[src/rtl/llsa_pkg.sv]
// Package for the least loaded server assigner.
// Item, result, token and cell write types, status codes and sizes.
// No dependencies.
package llsa_pkg;

	localparam int unsigned MAX_SERVERS_DEF = 8;
	localparam int unsigned SRV_IDX_W       = 6;
	localparam int unsigned TIME_W          = 10;
	localparam int unsigned COUNT_W         = 10;
	localparam int unsigned BUSY_W          = 32;
	localparam int unsigned PROD_W          = TIME_W + COUNT_W;

	localparam logic [1:0] ST_OK    = 2'd0;
	localparam logic [1:0] ST_EMPTY = 2'd1;
	localparam logic [1:0] ST_FULL  = 2'd2;
	localparam logic [1:0] ST_SAT   = 2'd3;

	localparam logic MODE_LOAD = 1'b0;
	localparam logic MODE_JOB  = 1'b1;

	typedef struct packed {
		logic               mode;
		logic [TIME_W-1:0]  item_time;
		logic [COUNT_W-1:0] item_count;
	} in_item_t;

	typedef struct packed {
		logic [2:0]        server_index;
		logic [BUSY_W-1:0] server_busy;
		logic [BUSY_W-1:0] makespan;
		logic [1:0]        status;
	} result_t;

	// running minimum handed from cell to cell
	typedef struct packed {
		logic                 vld;
		logic                 found;
		logic [BUSY_W-1:0]    busy;
		logic [TIME_W-1:0]    itime;
		logic [SRV_IDX_W-1:0] idx;
	} token_t;

	// broadcast write into one cell
	typedef struct packed {
		logic                 en;
		logic                 load;
		logic [SRV_IDX_W-1:0] idx;
		logic [TIME_W-1:0]    itime;
		logic [BUSY_W-1:0]    busy;
	} cell_wr_t;

endpackage

[src/rtl/llsa_cell.sv]
// One server cell: item time, busy time and loaded flag.
// Passes the running minimum token to its neighbor each cycle.
// Depends on llsa_pkg.
module llsa_cell #(
	parameter int unsigned CELL_IDX = 0
) (
	input  logic              clk,
	input  logic              arst_n,
	input  llsa_pkg::cell_wr_t wr,
	input  llsa_pkg::token_t   tok_in,
	output llsa_pkg::token_t   tok_out
);

	logic                            loaded_q;
	logic [llsa_pkg::BUSY_W-1:0]     busy_q;
	logic [llsa_pkg::TIME_W-1:0]     itime_q;
	logic                            sel;
	logic                            take;
	logic                            tok_vld_q;
	logic                            tok_found_q;
	logic [llsa_pkg::BUSY_W-1:0]     tok_busy_q;
	logic [llsa_pkg::TIME_W-1:0]     tok_itime_q;
	logic [llsa_pkg::SRV_IDX_W-1:0]  tok_idx_q;

	assign sel  = wr.en && (wr.idx == llsa_pkg::SRV_IDX_W'(CELL_IDX));
	// later cell wins ties
	assign take = loaded_q && (!tok_in.found || (busy_q <= tok_in.busy));

	always_ff @(posedge clk or negedge arst_n) begin
		if (!arst_n) begin
			loaded_q  <= 1'b0;
			tok_vld_q <= 1'b0;
		end else begin
			if (sel && wr.load)
				loaded_q <= 1'b1;
			tok_vld_q <= tok_in.vld;
		end
	end

	always_ff @(posedge clk) begin
		if (sel) begin
			busy_q <= wr.busy;
			if (wr.load)
				itime_q <= wr.itime;
		end
		tok_found_q <= tok_in.found | take;
		if (take) begin
			tok_busy_q  <= busy_q;
			tok_itime_q <= itime_q;
			tok_idx_q   <= llsa_pkg::SRV_IDX_W'(CELL_IDX);
		end else begin
			tok_busy_q  <= tok_in.busy;
			tok_itime_q <= tok_in.itime;
			tok_idx_q   <= tok_in.idx;
		end
	end

	assign tok_out = {tok_vld_q, tok_found_q, tok_busy_q, tok_itime_q, tok_idx_q};

endmodule

[src/rtl/least_loaded_server_assigner_top.sv]
// Least loaded server assigner: top level with control and cell chain.
// A load item: strobe in the cycle after accept. A job item: token walks
// MAX_SERVERS cells, then multiply, then add and write back; strobe
// registered from the add step. busy is high while a job is in flight,
// so no item is taken until the job is done; one load per cycle while
// no job is in flight; the result strobe never waits. Reset clears
// loaded flags, server count, makespan and control state.
module least_loaded_server_assigner_top #(
	parameter int unsigned MAX_SERVERS = llsa_pkg::MAX_SERVERS_DEF
) (
	input  logic               clk,
	input  logic               arst_n,
	input  logic               start,
	output logic               busy,
	input  llsa_pkg::in_item_t item,
	output logic               done,
	output llsa_pkg::result_t  result
);

	localparam int unsigned CNT_W = $clog2(MAX_SERVERS + 1);

	typedef enum logic [1:0] {IDLE, SCAN, MUL, ADD} state_t;

	state_t                           state_q;
	logic [CNT_W-1:0]                 count_q;
	logic [llsa_pkg::BUSY_W-1:0]      max_q;
	logic [llsa_pkg::COUNT_W-1:0]     n_q;
	logic [llsa_pkg::BUSY_W-1:0]      best_busy_q;
	logic [llsa_pkg::TIME_W-1:0]      best_time_q;
	logic [llsa_pkg::SRV_IDX_W-1:0]   best_idx_q;
	logic [llsa_pkg::PROD_W-1:0]      prod_q;
	logic                             done_q;
	llsa_pkg::result_t                result_q;

	logic                             accept;
	logic                             full;
	logic [llsa_pkg::BUSY_W:0]        sum;
	logic                             sat;
	logic [llsa_pkg::BUSY_W-1:0]      nb;
	llsa_pkg::cell_wr_t               wr;
	llsa_pkg::token_t                 tok [0:MAX_SERVERS];

	assign accept = start && (state_q == IDLE);
	assign full   = (count_q == CNT_W'(MAX_SERVERS));
	assign sum    = {1'b0, best_busy_q} + (llsa_pkg::BUSY_W + 1)'(prod_q);
	assign sat    = sum[llsa_pkg::BUSY_W];
	assign nb     = sat ? '1 : sum[llsa_pkg::BUSY_W-1:0];

	always_comb begin
		wr       = '0;
		wr.itime = item.item_time;
		if (accept && (item.mode == llsa_pkg::MODE_LOAD) && !full) begin
			wr.en   = 1'b1;
			wr.load = 1'b1;
			wr.idx  = llsa_pkg::SRV_IDX_W'(count_q);
		end else if (state_q == ADD) begin
			wr.en   = 1'b1;
			wr.idx  = best_idx_q;
			wr.busy = nb;
		end
	end

	always_comb begin
		tok[0]     = '0;
		tok[0].vld = accept && (item.mode == llsa_pkg::MODE_JOB) && (count_q != '0);
	end

	for (genvar g = 0; g < MAX_SERVERS; g++) begin : g_cell
		llsa_cell #(
			.CELL_IDX(g)
		) u_cell (
			.clk    (clk),
			.arst_n (arst_n),
			.wr     (wr),
			.tok_in (tok[g]),
			.tok_out(tok[g+1])
		);
	end

	always_ff @(posedge clk or negedge arst_n) begin
		if (!arst_n) begin
			state_q <= IDLE;
			count_q <= '0;
			max_q   <= '0;
			done_q  <= 1'b0;
		end else begin
			done_q <= 1'b0;
			case (state_q)
				IDLE: begin
					if (accept) begin
						if (item.mode == llsa_pkg::MODE_LOAD) begin
							done_q <= 1'b1;
							if (!full)
								count_q <= count_q + CNT_W'(1);
						end else if (count_q == '0) begin
							done_q <= 1'b1;
						end else begin
							state_q <= SCAN;
						end
					end
				end
				SCAN: begin
					if (tok[MAX_SERVERS].vld)
						state_q <= MUL;
				end
				MUL: begin
					state_q <= ADD;
				end
				ADD: begin
					done_q  <= 1'b1;
					state_q <= IDLE;
					if (nb > max_q)
						max_q <= nb;
				end
				default: begin
					state_q <= IDLE;
				end
			endcase
		end
	end

	always_ff @(posedge clk) begin
		if (accept) begin
			n_q <= item.item_count;
			if (item.mode == llsa_pkg::MODE_LOAD) begin
				result_q.server_busy <= '0;
				result_q.makespan    <= max_q;
				if (full) begin
					result_q.server_index <= '0;
					result_q.status       <= llsa_pkg::ST_FULL;
				end else begin
					result_q.server_index <= 3'(count_q);
					result_q.status       <= llsa_pkg::ST_OK;
				end
			end else if (count_q == '0) begin
				result_q.server_index <= '0;
				result_q.server_busy  <= '0;
				result_q.makespan     <= '0;
				result_q.status       <= llsa_pkg::ST_EMPTY;
			end
		end
		if ((state_q == SCAN) && tok[MAX_SERVERS].vld) begin
			best_busy_q <= tok[MAX_SERVERS].busy;
			best_time_q <= tok[MAX_SERVERS].itime;
			best_idx_q  <= tok[MAX_SERVERS].idx;
		end
		if (state_q == MUL)
			prod_q <= best_time_q * n_q;
		if (state_q == ADD) begin
			result_q.server_index <= best_idx_q[2:0];
			result_q.server_busy  <= nb;
			result_q.makespan     <= (nb > max_q) ? nb : max_q;
			result_q.status       <= sat ? llsa_pkg::ST_SAT : llsa_pkg::ST_OK;
		end
	end

	assign busy   = (state_q != IDLE);
	assign done   = done_q;
	assign result = result_q;

endmodule

[config.mk]
export PLATFORM = sky130hd
export DESIGN_NAME = least_loaded_server_assigner_top
export DESIGN_NICKNAME = d
export VERILOG_FILES = /design/src/rtl/llsa_pkg.sv /design/src/rtl/llsa_cell.sv /design/src/rtl/least_loaded_server_assigner_top.sv
export SDC_FILE = /design/constraint.sdc
export NUM_CORES = 2
export LEC_CHECK = 0
export BUFFER_PORTS_ARGS = -buffer_cell sky130_fd_sc_hd__buf_2
export CAP_MARGIN = 0
export CORE_MARGIN = 1
export CORE_UTILIZATION = 55
export CTS_CLUSTER_DIAMETER = 200
export DETAILED_ROUTE_END_ITERATION = 10
export GPL_TIMING_DRIVEN = 0
export PLACE_DENSITY_LB_ADDON = 0.2
export SLEW_MARGIN = 25
export SYNTH_ARGS = -nofsm -noshare
export SYNTH_HDL_FRONTEND = slang
export SYNTH_SLANG_ARGS = --single-unit
[constraint.sdc]
create_clock -name clk -period 11.2 [get_ports clk]
set_input_delay 1.68 -clock clk [delete_from_list [all_inputs] [get_ports clk]]
set_output_delay 1.68 -clock clk [all_outputs]
set_load 0.02 [all_outputs]
==> results by group <==
Timing
  • Worst hold slack across all endpoints: 0.350 ns
  • Final hold viol count: 0
  • Max Transition Viols Final: 0
  • Layout Skew: approximately 0.038 ns
  • Final total negative setup slack: 0 ns
  • Smallest setup slack after layout: about 4.9 ns
  • Transition at the pin with the smallest max-transition slack: approximately 1.1 ns
  • Fmax: roughly 160 MHz
  • Portion of the clock cycle consumed by the worst path in the final layout: 0.560
  • Clock period minus worst slack: 6.28 ns
  • RSZ-0062 raised after global routing: no
  • Max-Slew Margin vs Limit: 0.295
  • Final Setup Violations: 0

Synth
  • Count of state elements after synthesis: 895
  • Post-synthesis cell count: between 3000 and 4000
  • Cell area after technology mapping: around 0.041 mm²
  • Synthesized Nets: approximately 3800
  • Fraction of the yosys area taken by sequential cells: 0.562
  • Prevailing post-synth register cell: sky130_fd_sc_hd__edfxtp_1
  • Yosys warning total: 0
  • Count of flip-flops with a built-in enable after synthesis: 480
  • Number of unique standard cell types used by synthesis: 75
  • Mean instance size in the synthesized netlist: approximately 12 µm²
  • Async S/R FF share, synth: 0.0615

Placed design
  • Detailed placer's ending HPWL: approximately 70 mm
  • Area after DPL: 0.0430 mm²
  • Count of buffers from port buffering: 94
  • Final weighted congestion in routability-driven placement: about 0.92
  • Placed Cells incl. Taps: about 4500
  • Worst setup slack after placement: about 5 ns

Global route
  • First-pass GRT wire length: 144 mm
  • Via count of the first global-routing pass: ~27000
  • Leftover overflow at the end of global routing: 0
  • Met3 track demand over resource: 0.0325
  • Total track usage: 0.247
  • Largest net degree at the start of global routing: between 40 and 50
  • Global routing met2 resource utilization: 0.420
  • Antenna violations before repair: 0
  • GR Layer Usage met1: 0.315
  • Busiest metal layer after global routing: met2

Routing
  • Vias: ~26000
  • Wire per inst: ~20 µm
  • First-iteration detailed-routing DRC count: 1766
  • Wire length after detailed routing: 92.2 mm
  • Count of nets left with antenna violations after detail routing: 0
  • Remaining routing DRC violations: 26
  • Via density per instance: around 5.6
  • Number of detailed-route iterations in the first pass: 11

Critical path
  • Slowest stage cell on the critical path: sky130_fd_sc_hd__a2111oi_1
  • Combined buffer and inverter count along the critical path: 6
  • CP max FO: 10
  • Kind of start point of the critical path: flip-flop
  • CP Data Arrival Time: 6.62 ns
  • Crit path required time: ~12 ns
  • Worst-path cell chain: ha_1 > inv_1 > fa_1 > nand2b_1 > a21o_1 > a21boi_1 > o21a_1 > a21boi_2 > o21ai_1 > buf_2 > buf_4 > a21oi_2 > inv_1 > ha_1 > a21o_1 > a21oi_1 > o21ai_0 > a2111oi_1 > o21ai_1 > nand2_1 > buf_4 > clkbuf_1 > o21ai_0
  • Kind of end point of the critical path: flip-flop
  • Category of the critical setup timing path: flip-flop to flip-flop
  • CP delay by family, top: compound AO/OA/AOI/OAI gates
  • Crit path largest cell delay: between 0.8 and 0.9 ns

Power
  • Total power density per cell area: 297 mW/mm²
  • Max VDD drop: 0.000196 V
  • Total power consumption of the routed design: around 14 mW
  • Leak: 19.1 nW

Finish
  • Post-layout instance area: ~0.046 mm²
  • Multi-input logic area: around 0.016 mm²
  • Fillers: 5610
  • Post-layout utilization of the core: 0.628
  • Register Area: 0.0230 mm²
  • Final Non-Filler Cells: about 4600
  • Nets: between 4000 and 5000
  • Area growth from synthesis to layout: 12.4%
  • Fraction of final layout cells with drive strength greater than 1: 0.153

Clock tree
  • CTS root buffer: sky130_fd_sc_hd__clkbuf_16
  • Deepest clock path buffer count: 3
  • Clock transition at the registers of the reported paths: approximately 0.06 ns
  • CTS Buf Count: just under 90
  • Count of clock tree sinks: roughly 900
  • Number of cells upsized or downsized after cts: 0
  • Hold buffer count at cts: 0
  • TritonCTS clock tree: done
  • Number of buffers inserted to repair setup after CTS: 0
  • H-tree lvl count: 3
  • Worst-skew pair later-pin latency: about 0.65 ns

Floorplan
  • Effective utilization at floorplan: 0.558
  • Total number of placement rows: 99
  • Horizontal die dimension: approximately 270 µm
  • Io pins: 95
  • Die extent in y: roughly 270 µm
  • Standard cell core area: about 0.073 mm²
  • Die Area: roughly 0.076 mm²

Outcome
  • Violated checks: design-rule violations
  • Status: finished, violations left

Job
  • Max_cap viols: 0

Hold path
  • Min-Delay Path Class: flip-flop to flip-flop
==> where the power goes <==
group	leakage (nW)	switching, mW	internal [mW]
registers	8.16	0.472	4.67
logic	9.45	3.31	2.23
clock network	1.48	1.24	1.77
total	19.1	5.02	8.67
==> routing by layer <==
layer	vias up	share of wire	wire [µm]
met1	12490	0.43	39500
met5	-	0	0
li1	12407	-	-
met3	182	0.048	4400
met2	716	0.48	44600
met4	0	0.039	3640
==> cells in the mapped netlist (93+ instances only) <==
| cell type | number | area share |
|---|---|---|
| sky130_fd_sc_hd__a21o_1 | 109 | 0.020 |
| sky130_fd_sc_hd__a21oi_1 | 104 | 0.013 |
| sky130_fd_sc_hd__and2_1 | 93 | 0.014 |
| sky130_fd_sc_hd__dfxtp_1 | 360 | 0.18 |
| sky130_fd_sc_hd__edfxtp_1 | 480 | 0.35 |
| sky130_fd_sc_hd__ha_1 | 337 | 0.10 |
| sky130_fd_sc_hd__inv_1 | 402 | 0.037 |
| sky130_fd_sc_hd__mux2_2 | 214 | 0.059 |
| sky130_fd_sc_hd__nand2_1 | 263 | 0.024 |
| sky130_fd_sc_hd__nand4_1 | 101 | 0.015 |
| sky130_fd_sc_hd__nor2_1 | 112 | 0.010 |
| sky130_fd_sc_hd__o21ai_0 | 104 | 0.013 |
==> cells in the final DEF (no fill, tap or decap), types with 55 or more instances in the layout <==
cell and count:
sky130_fd_sc_hd__a21o_1 109, sky130_fd_sc_hd__a21oi_1 102, sky130_fd_sc_hd__and2_1 92, sky130_fd_sc_hd__buf_2 123
sky130_fd_sc_hd__clkbuf_1 105, sky130_fd_sc_hd__clkbuf_16 94, sky130_fd_sc_hd__dfrtp_1 55, sky130_fd_sc_hd__dfxtp_1 360
sky130_fd_sc_hd__edfxtp_1 480, sky130_fd_sc_hd__fa_1 63, sky130_fd_sc_hd__ha_1 337, sky130_fd_sc_hd__inv_1 402
sky130_fd_sc_hd__mux2_2 214, sky130_fd_sc_hd__nand2_1 263, sky130_fd_sc_hd__nand4_1 101, sky130_fd_sc_hd__nor2_1 99
sky130_fd_sc_hd__o21ai_0 102
==> sequential cells by signal, indices dropped and copies added (netlist names), 4 cells and up <==
name / flops
best_busy_q: 32
best_time_q: 10
count_q: 4
g_cell.u_cell.busy_q: 256
g_cell.u_cell.itime_q: 80
g_cell.u_cell.loaded_q: 8
g_cell.u_cell.tok_busy_q: 256
g_cell.u_cell.tok_found_q: 7
g_cell.u_cell.tok_idx_q: 17
g_cell.u_cell.tok_itime_q: 80
g_cell.u_cell.tok_vld_q: 8
max_q: 32
n_q: 10
prod_q: 20
result: 69
==> worst paths after layout <==
check,start,endpoint,slack (ns),cells past startpoint
min reg2reg,g_cell[3].u_cell.tok_vld_q$_DFF_PN0_,g_cell[4].u_cell.tok_vld_q$_DFF_PN0_,0.35,0
max,prod_q[0]$_DFFE_PP_,result[13]$_DFFE_PP_,4.92,23
min,g_cell[3].u_cell.tok_vld_q$_DFF_PN0_,g_cell[4].u_cell.tok_vld_q$_DFF_PN0_,0.35,0
min in group asynchronous,arst_n,max_q[2]$_DFFE_PN0P_,0.88,1
max reg2reg,prod_q[0]$_DFFE_PP_,result[13]$_DFFE_PP_,4.92,23
max in group asynchronous,arst_n,g_cell[5].u_cell.loaded_q$_DFFE_PN0P_,9.73,2
==> final cells by class <==
| type | count | share of cell area |
|---|---|---|
| inverter | 404 | 0.0329 |
| antenna | 1 | 0.0000544 |
| timing repair buffer | 106 | 0.0161 |
| multi-input combinational | 1970 | 0.348 |
| sequential | 895 | 0.500 |
| clock buffer | 130 | 0.0571 |
| clock inverter | 36 | 0.00829 |
| buffer | 124 | 0.0122 |
| tap | 959 | 0.0261 |
==> cell families after synthesis <==
family | after synthesis | synth area share
AND/OR/NAND/NOR | 705 | 0.0841
flip-flops | 895 | 0.562
AO/OA/AOI/OAI | 574 | 0.0921
buffers and inverters | 528 | 0.0507
multiplexers | 256 | 0.0703
XOR/XNOR | 35 | 0.00749
adder cells (fa/ha/maj) | 400 | 0.134
(Power assumes the default switching activity.)
